===== src/design/sptd_pkg.sv =====
// ----------------------------------------------------------------------------
// sptd_pkg
// Shared types and constants for the telemetry deframer.
// ----------------------------------------------------------------------------
package sptd_pkg;

    localparam logic [7:0] ESC_BYTE          = 8'h7D;
    localparam logic [7:0] ESC_ADD           = 8'h20;
    localparam logic [7:0] FRAME_START_RESET = 8'h10;

    localparam int         PAYLOAD_LEN   = 6;
    localparam int         PAYLOAD_BITS  = 8 * PAYLOAD_LEN;

    // frame position: idle, payload bytes 1..6, then checksum
    localparam logic [2:0] POS_IDLE  = 3'd0;
    localparam logic [2:0] POS_CHECK = 3'd7;

    localparam int         QUEUE_DEPTH = 4;
    localparam int         QUEUE_AW    = $clog2(QUEUE_DEPTH);
    localparam int         QUEUE_CW    = $clog2(QUEUE_DEPTH + 1);

    // one unescaped byte moving between stages
    typedef struct packed {
        logic       valid;
        logic [7:0] data;
    } t_byte_xfer;

endpackage


===== src/design/sptd_front.sv =====
// ----------------------------------------------------------------------------
// sptd_front
// Input side: accepts raw bytes, strips escapes, pushes data bytes.
// ----------------------------------------------------------------------------
module sptd_front import sptd_pkg::*; (
    input  logic       i_clk,
    input  logic       i_rst_n,
    input  logic       i_in_valid,
    output logic       o_in_ready,
    input  logic [7:0] i_in_byte,
    input  logic       i_q_not_full,
    output t_byte_xfer o_push
);

    logic r_esc;
    logic n_esc;
    logic accept;
    logic swallow;

    assign o_in_ready = i_q_not_full;
    assign accept     = i_in_valid && i_q_not_full;
    assign swallow    = !r_esc && (i_in_byte == ESC_BYTE);

    always_comb begin
        o_push.valid = accept && !swallow;
        o_push.data  = r_esc ? (i_in_byte + ESC_ADD) : i_in_byte;
        n_esc        = r_esc;
        if (accept) begin
            n_esc = swallow;
        end
    end

    always_ff @(posedge i_clk) begin
        if (!i_rst_n) begin
            r_esc <= 1'b0;
        end else begin
            r_esc <= n_esc;
        end
    end

endmodule


===== src/design/sptd_queue.sv =====
// ----------------------------------------------------------------------------
// sptd_queue
// Short FIFO between the front and back stages.
// ----------------------------------------------------------------------------
module sptd_queue import sptd_pkg::*; (
    input  logic       i_clk,
    input  logic       i_rst_n,
    input  t_byte_xfer i_push,
    input  logic       i_pop,
    output logic       o_not_full,
    output t_byte_xfer o_head
);

    logic [7:0]          r_mem [QUEUE_DEPTH];
    logic [QUEUE_AW-1:0] r_wr_ptr;
    logic [QUEUE_AW-1:0] r_rd_ptr;
    logic [QUEUE_CW-1:0] r_count;
    logic [QUEUE_CW-1:0] n_count;
    logic                do_push;
    logic                do_pop;

    assign o_not_full  = (r_count != QUEUE_CW'(QUEUE_DEPTH));
    assign o_head.valid = (r_count != '0);
    assign o_head.data  = r_mem[r_rd_ptr];

    assign do_push = i_push.valid && o_not_full;
    assign do_pop  = i_pop && o_head.valid;

    always_comb begin
        n_count = r_count;
        if (do_push && !do_pop) begin
            n_count = r_count + 1'b1;
        end else if (!do_push && do_pop) begin
            n_count = r_count - 1'b1;
        end
    end

    always_ff @(posedge i_clk) begin
        if (do_push) begin
            r_mem[r_wr_ptr] <= i_push.data;
        end
    end

    always_ff @(posedge i_clk) begin
        if (!i_rst_n) begin
            r_wr_ptr <= '0;
            r_rd_ptr <= '0;
            r_count  <= '0;
        end else begin
            if (do_push) begin
                r_wr_ptr <= r_wr_ptr + 1'b1;
            end
            if (do_pop) begin
                r_rd_ptr <= r_rd_ptr + 1'b1;
            end
            r_count <= n_count;
        end
    end

    a_count_bound: assert property (@(posedge i_clk) disable iff (!i_rst_n)
        r_count <= QUEUE_CW'(QUEUE_DEPTH))
        else $error("queue count beyond depth");

    a_ptr_gap: assert property (@(posedge i_clk) disable iff (!i_rst_n)
        (r_count == '0 || r_count == QUEUE_CW'(QUEUE_DEPTH)) |-> (r_wr_ptr == r_rd_ptr))
        else $error("queue pointers disagree with count");

    a_push_grows: assert property (@(posedge i_clk) disable iff (!i_rst_n)
        (do_push && !do_pop) |=> (r_count == $past(r_count) + 1'b1))
        else $error("queue push lost");

endmodule


===== src/design/sptd_back.sv =====
// ----------------------------------------------------------------------------
// sptd_back
// Frame tracker: start match, payload capture, checksum, result register.
// ----------------------------------------------------------------------------
module sptd_back import sptd_pkg::*; (
    input  logic        i_clk,
    input  logic        i_rst_n,
    input  t_byte_xfer  i_head,
    output logic        o_pop,
    input  logic [7:0]  i_start_byte,
    output logic        o_out_valid,
    input  logic        i_out_ready,
    output logic [15:0] o_sensor_id,
    output logic [31:0] o_sensor_value
);

    logic [2:0]              r_pos;
    logic [2:0]              n_pos;
    logic [7:0]              r_sum;
    logic [7:0]              n_sum;
    logic [PAYLOAD_BITS-1:0] r_payload;
    logic                    r_out_valid;
    logic                    n_out_valid;
    logic [15:0]             r_id;
    logic [31:0]             r_value;
    logic [8:0]              sum_raw;
    logic                    good;
    logic [7:0]              b;

    assign b       = i_head.data;
    assign o_pop   = i_head.valid && (!r_out_valid || i_out_ready);
    // end-around carry
    assign sum_raw = {1'b0, r_sum} + {1'b0, b};
    assign good    = o_pop && (r_pos == POS_CHECK) && (~r_sum == b);

    always_comb begin
        n_pos = r_pos;
        n_sum = r_sum;
        if (o_pop) begin
            if (r_pos == POS_IDLE) begin
                if (b == i_start_byte) begin
                    n_pos = 3'd1;
                    n_sum = i_start_byte;
                end
            end else if (r_pos == POS_CHECK) begin
                n_pos = POS_IDLE;
            end else begin
                n_pos = r_pos + 3'd1;
                n_sum = sum_raw[7:0] + {7'd0, sum_raw[8]};
            end
        end
        n_out_valid = good || (r_out_valid && !i_out_ready);
    end

    always_ff @(posedge i_clk) begin
        r_sum <= n_sum;
        if (o_pop && r_pos != POS_IDLE && r_pos != POS_CHECK) begin
            r_payload <= {b, r_payload[PAYLOAD_BITS-1:8]};
        end
        if (good) begin
            r_id    <= r_payload[15:0];
            r_value <= r_payload[47:16];
        end
    end

    always_ff @(posedge i_clk) begin
        if (!i_rst_n) begin
            r_pos       <= POS_IDLE;
            r_out_valid <= 1'b0;
        end else begin
            r_pos       <= n_pos;
            r_out_valid <= n_out_valid;
        end
    end

    assign o_out_valid    = r_out_valid;
    assign o_sensor_id    = r_id;
    assign o_sensor_value = r_value;

    a_result_after_check: assert property (@(posedge i_clk) disable iff (!i_rst_n)
        $rose(r_out_valid) |-> ($past(r_pos) == POS_CHECK && $past(o_pop)))
        else $error("result without checksum byte");

    a_check_returns_idle: assert property (@(posedge i_clk) disable iff (!i_rst_n)
        (o_pop && r_pos == POS_CHECK) |=> (r_pos == POS_IDLE))
        else $error("frame did not close after checksum");

    a_result_held: assert property (@(posedge i_clk) disable iff (!i_rst_n)
        (r_out_valid && !i_out_ready) |=> (r_out_valid && $stable(r_id) && $stable(r_value)))
        else $error("pending result overwritten");

endmodule


===== src/design/smartport_telemetry_deframer_core.sv =====
// Result: a result is presented in the cycle after its checksum byte leaves the queue.
// Throughput: one input byte per cycle while the byte queue is not full; its 4
// entries absorb stalls while a result waits in the output register.
// Reset: synchronous, active low; clears the escape flag, queue, frame position
// and output valid; the frame start byte returns to 0x10.
// ----------------------------------------------------------------------------
// smartport_telemetry_deframer_core
// Byte-stream telemetry deframer: unescape, frame, checksum, sensor result.
// ----------------------------------------------------------------------------
module smartport_telemetry_deframer_core import sptd_pkg::*; (
    input  logic        i_clk,
    input  logic        i_rst_n,
    input  logic        i_in_valid,
    output logic        o_in_ready,
    input  logic [7:0]  i_in_byte,
    output logic        o_out_valid,
    input  logic        i_out_ready,
    output logic [15:0] o_sensor_id,
    output logic [31:0] o_sensor_value,
    input  logic        i_cfg_wr_en,
    input  logic [7:0]  i_cfg_wr_data
);

    logic [7:0] r_start_byte;
    t_byte_xfer push;
    t_byte_xfer head;
    logic       q_not_full;
    logic       pop;

    always_ff @(posedge i_clk) begin
        if (!i_rst_n) begin
            r_start_byte <= FRAME_START_RESET;
        end else if (i_cfg_wr_en) begin
            r_start_byte <= i_cfg_wr_data;
        end
    end

    sptd_front u_front (
        .i_clk        (i_clk),
        .i_rst_n      (i_rst_n),
        .i_in_valid   (i_in_valid),
        .o_in_ready   (o_in_ready),
        .i_in_byte    (i_in_byte),
        .i_q_not_full (q_not_full),
        .o_push       (push)
    );

    sptd_queue u_queue (
        .i_clk      (i_clk),
        .i_rst_n    (i_rst_n),
        .i_push     (push),
        .i_pop      (pop),
        .o_not_full (q_not_full),
        .o_head     (head)
    );

    sptd_back u_back (
        .i_clk          (i_clk),
        .i_rst_n        (i_rst_n),
        .i_head         (head),
        .o_pop          (pop),
        .i_start_byte   (r_start_byte),
        .o_out_valid    (o_out_valid),
        .i_out_ready    (i_out_ready),
        .o_sensor_id    (o_sensor_id),
        .o_sensor_value (o_sensor_value)
    );

endmodule


===== config.mk =====
export PLATFORM = sky130hd
export DESIGN_NAME = smartport_telemetry_deframer_core
export DESIGN_NICKNAME = d
export VERILOG_FILES = /design/src/design/sptd_pkg.sv /design/src/design/sptd_front.sv /design/src/design/sptd_queue.sv /design/src/design/sptd_back.sv /design/src/design/smartport_telemetry_deframer_core.sv
export SDC_FILE = /design/constraint.sdc
export NUM_CORES = 1
export LEC_CHECK = 0
export ABC_AREA = 1
export BUFFER_PORTS_ARGS = -buffer_cell sky130_fd_sc_hd__buf_2
export CAP_MARGIN = 20
export CORE_ASPECT_RATIO = 0.75
export CORE_MARGIN = 4
export CORE_UTILIZATION = 46
export CTS_CLUSTER_DIAMETER = 200
export CTS_CLUSTER_SIZE = 24
export DETAILED_ROUTE_END_ITERATION = 16
export GPL_TIMING_DRIVEN = 0
export PLACE_DENSITY = 0.75
export SKIP_CTS_REPAIR_TIMING = 1
export SYNTH_ARGS = -nofsm -noshare
export SYNTH_HDL_FRONTEND = slang
export SYNTH_SLANG_ARGS = --single-unit
export TNS_END_PERCENT = 10

===== constraint.sdc =====
create_clock -name i_clk -period 7.8 [get_ports i_clk]
set_clock_uncertainty 0.1 [all_clocks]
set_input_delay 0 -clock i_clk [delete_from_list [all_inputs] [get_ports i_clk]]
set_output_delay 0 -clock i_clk [all_outputs]
set_load 0.01 [all_outputs]

==> results.ini, run 1 <==
[synth]
synth.most_common_cell=edfxtp_1
syn-instance-count=472
post-synth-top-area-fraction_pct=66.29
synth.avg_cell_area_um2=13.05
synth_area_um2=6161
async_reset_ff_share_pct=0
ys_top_cells_by_count=edfxtp_1, nand2_1, inv_1
ys.flop_type=edfxtp_1
synth_seq_cells=158
yosysWarnings=0
syn_nets=514
synth_cell_types=30
seq_area_frac_synth_pct=73.44
yosysTopAreaCell=edfxtp_1
synth_area_leaders=edfxtp_1, dfxtp_1, nand2_1
synth-edff-count=136

[cts]
clock_latency_ps=410
clock_sinks=158
tritoncts=done
root_buffer=clkbuf_16
cts-buffers-inserted=17
htree_num_levels=4
clkSlewWorstSetupHoldPaths_ps=60
clk_path_buf_depth=2

[setup_path]
crit_fanout=10
worstPathRequired_ps=7820
r2r_setup_slack_ps=4060
cp_cell_sequence=buf_6 -> inv_4 -> buf_6 -> nand2_2 -> nand3_1 -> nand2_1 -> inv_1 -> ha_1 -> inv_1 -> nor3_1 -> nor4b_2 -> buf_4 -> buf_6 -> buf_6 -> buf_4
crit_type=reg2reg
crit_slowest_cell=nor4b_2
cp_slowest_stage_delay_ps=840
start_kind=flop
crit_arrival_ps=3760
cp-end-kind=flop
path_common_cell=buf_6

[routing]
top_layer=met4
drt_iter0_markers=206
wl_met2_um=5475
met1_length_um=5141
post-route-drc-count=0
wl_per_cell_um=14.92
dr_wl_met3_um=837
routed_wl_um=11540
vias_per_cell=5.027
vias=3886
drtPass1Iterations=5
antenna_left=0

[place]
dp_hpwl_um=8181
place_inst=720
dpl_worst_slack_ps=3991
port_buffers=70
routabilityCongestion=0.8534

[run]
cap_violations=0

[power_and_ir_drop]
totalPowerFinal_uw=2466
leakage_uw=0.003034
vdd_ir_drop_max_uv=200.4
power.density_nw_per_um2=322.6

[min_path]
min_path_type=in2reg

[timing]
slew_headroom_pct=33.52
finalHoldViolations=2
setup_tns_ps=0
timing.final.ws_setup_ps=4060
drv_slew=0
hold_ws_ps=-41.94
fin_crit_sh_pct=47.95
period_minus_slack_ps=3740
fmax_mhz=267.4
setup_viol=0
tightest_slew_ps=994.7
rsz0062_at_grt=false

[floorplan]
fp-row-count=36
dieWidth_um=141.6
core_um2=13060
dieArea_um2=15330
die_h_um=108.2
io_pins=71
initial_utilization_pct=47.16

[global_routing]
grt_pass1_wl_um=18010
antenna_found_initial=0
grt_overflow=0
first_global_vias=3713
grt_use_total_pct=15.25
grt_max_degree=36

[finish]
area_growth_pct=24.07
layout.cells.non_filler=773
drive_above_1_share_pct=22.09
fin_util_pct=58.52
antenna_cells=0
layout.nets=631

[outcome]
violations=negative hold slack
status=finished, violations left

path summary, 6_finish.rpt:
| check | cells past startpoint | to | start |
|---|---|---|---|
| setup reg to reg | 15 | u_back.o_sensor_value[4] | flop |
| hold / removal | 4 | r_start_byte[7] | i_cfg_wr_en |
| setup / recovery | 15 | u_back.o_sensor_value[4] | flop |
| hold reg to reg | 0 | u_back.o_sensor_id[4] | u_back.r_payload[4] |
metal layers:
metal,up-vias,track usage [%]
met2,139,24.15
met4,0,5.205
met5,-,0
li1,1879,-
met3,8,4.332
met1,1860,20.44
cell usage in the layout, fill, tap and decap left out, types with 21 or more instances in the layout:
| cell | synthesis | layout |
|---|---|---|
| nor2_1 | 22 | 21 |
| a21oi_1 | 23 | 23 |
| edfxtp_1 | 136 | 136 |
| nand2_1 | 91 | 91 |
| inv_1 | 52 | 52 |
| o21ai_0 | 27 | 27 |
| dfxtp_1 | 22 | 22 |
| buf_2 | 2 | 72 |
| nand3_1 | 36 | 36 |
| dlygate4sd3_1 | 0 | 21 |
stage by stage:
| step | cell area (µm²) | hold slack (ps) |
|---|---|---|
| 2_1_floorplan | 6161 | -1.131 |
| 3_3_place_gp | 6725 | 128.0 |
| 3_5_place_dp | 6812 | 129.3 |
| 4_1_cts | 7433 | -303.9 |
| 5_1_grt | 7644 | 1.554 |
| 6_report | 7644 | -41.94 |
cell type report:
class / instances / area, µm²
clock inverter: 14 / 192.7
inverter: 57 / 216.5
tap: 171 / 214.0
multi-input combinational: 250 / 1386
buffer: 7 / 47.55
sequential: 158 / 4524
fill: 991 / 5419
timing repair buffer: 98 / 633.1
clock buffer: 18 / 429.2
kinds of logic (layout without fill, tap and decap cells):
family	after synthesis	count (layout)	share of synthesized area, %
flip-flops	158	158	73.44
AO/OA/AOI/OAI	57	57	5.138
AND/OR/NAND/NOR	166	166	11.78
adder cells (fa/ha/maj)	21	21	4.509
buffers and inverters	64	194	4.285
XOR/XNOR	6	6	0.8530
worst max-delay path: cells and delay by family (launching register included):
family / cells / cell delay, ps
fa+ha+maj: 1 / 320
simple gates: 5 / 1360
buf+inv: 9 / 1330
flops: 1 / 330
sequential cells by signal (all words and copies together) (netlist names), named ones only:
name and cells:
u_back.o_sensor_id 16, u_back.r_payload 48, r_start_byte 8, u_back.r_pos 3
u_back.o_sensor_value 32, u_front.r_esc 1, u_queue.r_rd_ptr 2, u_queue.r_wr_ptr 2
u_back.r_sum 8, u_back.o_out_valid 1, u_queue.r_count 3, u_queue.r_mem 32
power by group:
part           total (µW)  internal [µW]  switching (µW)
registers             989            970            18.5
logic                 619            205             414
clock network         858            517             341
Note: power is estimated with default switching activity, not from simulation.
==> inputs of run 2 (changes only) <==
--- a/config.mk
+++ b/config.mk
@@ -15,7 +15,7 @@
 export CTS_CLUSTER_SIZE = 24
 export DETAILED_ROUTE_END_ITERATION = 16
 export GPL_TIMING_DRIVEN = 0
-export PLACE_DENSITY = 0.75
+export PLACE_DENSITY = 0.72
 export SKIP_CTS_REPAIR_TIMING = 1
 export SYNTH_ARGS = -nofsm -noshare
 export SYNTH_HDL_FRONTEND = slang
==> constraint.sdc (replaced) <==
create_clock -name i_clk -period 3.6 [get_ports i_clk]
set_clock_uncertainty 0.1 [all_clocks]
set_input_delay 0 -clock i_clk [delete_from_list [all_inputs] [get_ports i_clk]]
set_output_delay 0 -clock i_clk [all_outputs]
set_load 0.01 [all_outputs]
==> results.ini, run 2 (synthesis gave the netlist of run 1 again) <==
[outcome]
status=complete, no violations

[setup_path]
worstPathRequired_ps=3640  ; -4180 ps
crit_type=reg2reg
r2r_cells=20  ; +5
r2r_setup_slack_ps=220  ; -3840 ps
start_kind=flop
crit_fanout=9  ; -1
crit_arrival_ps=3420  ; -340 ps
r2r_end=u_back.r_sum[6]
cp-end-kind=flop

[power_and_ir_drop]
share_comb_of_total_power_pct=25.9  ; +0.8 points
internal-power_uw=3657  ; +120%
power.density_nw_per_um2=702.4  ; +120%
seqPwrFrac_pct=40.0  ; about the same
leakage_uw=0.003007  ; -0.87%
vdd_ir_drop_max_uv=396.6  ; +98%
p_clk_share_pct=34.1  ; -0.7 points
p_sw_share_pct=31.77  ; +0.39 points
switching_power_uw=1703  ; +120%

[cts]
htree_num_levels=4  ; unchanged
cts-buffers-inserted=17  ; unchanged
tritoncts=done
clock_latency_ps=420  ; about the same
clock_sinks=158  ; unchanged
clk_path_buf_depth=2  ; unchanged
root_buffer=clkbuf_16
clkSlewWorstSetupHoldPaths_ps=60  ; about the same

[timing]
period_minus_slack_ps=3379  ; -361.3 ps
fin_crit_sh_pct=93.86  ; +46 points
tightest_slew_ps=903.9  ; -90.74 ps
setup_viol=0  ; unchanged
finalHoldViolations=0  ; -2
setup_tns_ps=0  ; unchanged
fmax_mhz=295.9  ; +11%
drv_slew=0  ; unchanged
hold_ws_ps=252.9  ; +294.8 ps
slew_headroom_pct=39.48  ; +6.0 points

[min_path]
holdPathStages=2  ; -2
min_path_type=in2reg
min_from=i_in_byte[2]
holdPathEnd=u_queue.r_mem[2][2]

[routing]
post-route-drc-count=0  ; unchanged
vias=3856  ; -0.77%
vias_per_cell=5.014  ; -0.26%
drtPass1Iterations=5  ; unchanged
wl_per_cell_um=14.91  ; -0.12%
drt_iter0_markers=242  ; +17%
antenna_left=0  ; unchanged
routed_wl_um=11460  ; -0.63%

[place]
dp_hpwl_um=8013  ; -2.1%
port_buffers=70  ; unchanged
routabilityCongestion=0.8805  ; +3.2%
place_inst=717  ; -0.42%

[run]
cap_violations=0  ; unchanged

[finish]
layout_common_cells=edfxtp_1, nand2_1, buf_2, inv_1, nand3_1
drive_above_1_share_pct=22.24  ; +0.15 points
largest_register=u_back.r_payload
largest_register_ffs=48  ; unchanged
layout.cells.non_filler=769  ; -0.52%
antenna_cells=0  ; unchanged
layout.nets=627  ; -0.63%
final_common_cell=edfxtp_1
area_growth_pct=23.84

[floorplan]
initial_utilization_pct=47.16  ; unchanged
core_um2=13060  ; unchanged
fp-row-count=36  ; unchanged
die_h_um=108.2  ; unchanged
io_pins=71  ; unchanged
dieWidth_um=141.6  ; unchanged
dieArea_um2=15330  ; unchanged

[global_routing]
grt_use_total_pct=15.84  ; +0.59 points
grt_overflow=0  ; unchanged
grt_max_degree=28  ; -22%
grt_pass1_wl_um=18460  ; +2.5%
first_global_vias=3709  ; -0.11%
antenna_found_initial=0  ; unchanged

[run 2: worst max path at each step]
stage,start,endpoint,slack (ps),cells after the start
after floorplan,u_queue.r_count[1],u_back.r_payload[0],-7,6
after global placement,u_queue.r_count[1],u_back.r_payload[2],-1120,6
after detailed placement,flop,u_back.r_sum[3],170,17
after CTS,flop,u_back.r_sum[6],150,20
after global routing,flop,u_back.r_sum[6],-3,20
final,flop,u_back.r_sum[6],220,20
[run 2: cell type report]
class | instances | area, µm²
Timing Repair Buffer | 94 | 608.1
Multi-Input combinational cell | 250 | 1408
Clock inverter | 15 | 181.4
Inverter | 57 | 221.5
Buffer | 7 | 47.55
Clock buffer | 17 | 425.4
Tap cell | 171 | 214.0
Fill cell | 1053 | 5433
Sequential cell | 158 | 4524
[run 2: routing by layer]
| metal | GRT usage [%] | part of all wire [%] | vias up |
|---|---|---|---|
| met5 | 0 | 0 | - |
| met4 | 5.685 | 0.83 | 0 |
| met3 | 5.393 | 5.6 | 9 |
| met2 | 24.05 | 47 | 114 |
| met1 | 21.41 | 47 | 1863 |
| li1 | - | - | 1870 |
[run 2: metrics by stage]
step	power, µW	cell area [µm²]	worst slack [ps]	utilization, %
floorplan	3161	6181	-7.383	-
global placement	3426	6745	-1122	51.64
global route	5666	7630	-2.718	58.41
CTS	5328	7417	145.9	56.78
finish	5359	7630	221.0	58.41
detailed placement	3494	6810	165.8	52.14
[run 2: critical path, cell delays in order (launching register included)]
cell,delay [ps]
dfxtp_1,290
buf_2,190
clkinv_4,110
nand3_1,120
nand2_1,120
inv_1,80
ha_1,250
fa_1,420
nand3_1,110
nand3_1,170
a21oi_2,210
o21ai_2,100
ha_1,220
nand2_1,70
nor2_1,50
nand2_1,90
nor2_2,60
nand2_1,100
nand2_1,60
nand3_1,60
o21ai_0,100
[run 2: power by group through the flow]
stage	logic, µW	clock network [µW]	registers (µW)
2_1_floorplan	990	0	2170
3_3_place_gp	1250	0	2180
3_5_place_dp	1310	0	2180
4_1_cts	1330	1860	2140
5_1_grt	1570	1950	2150
6_report	1390	1830	2140
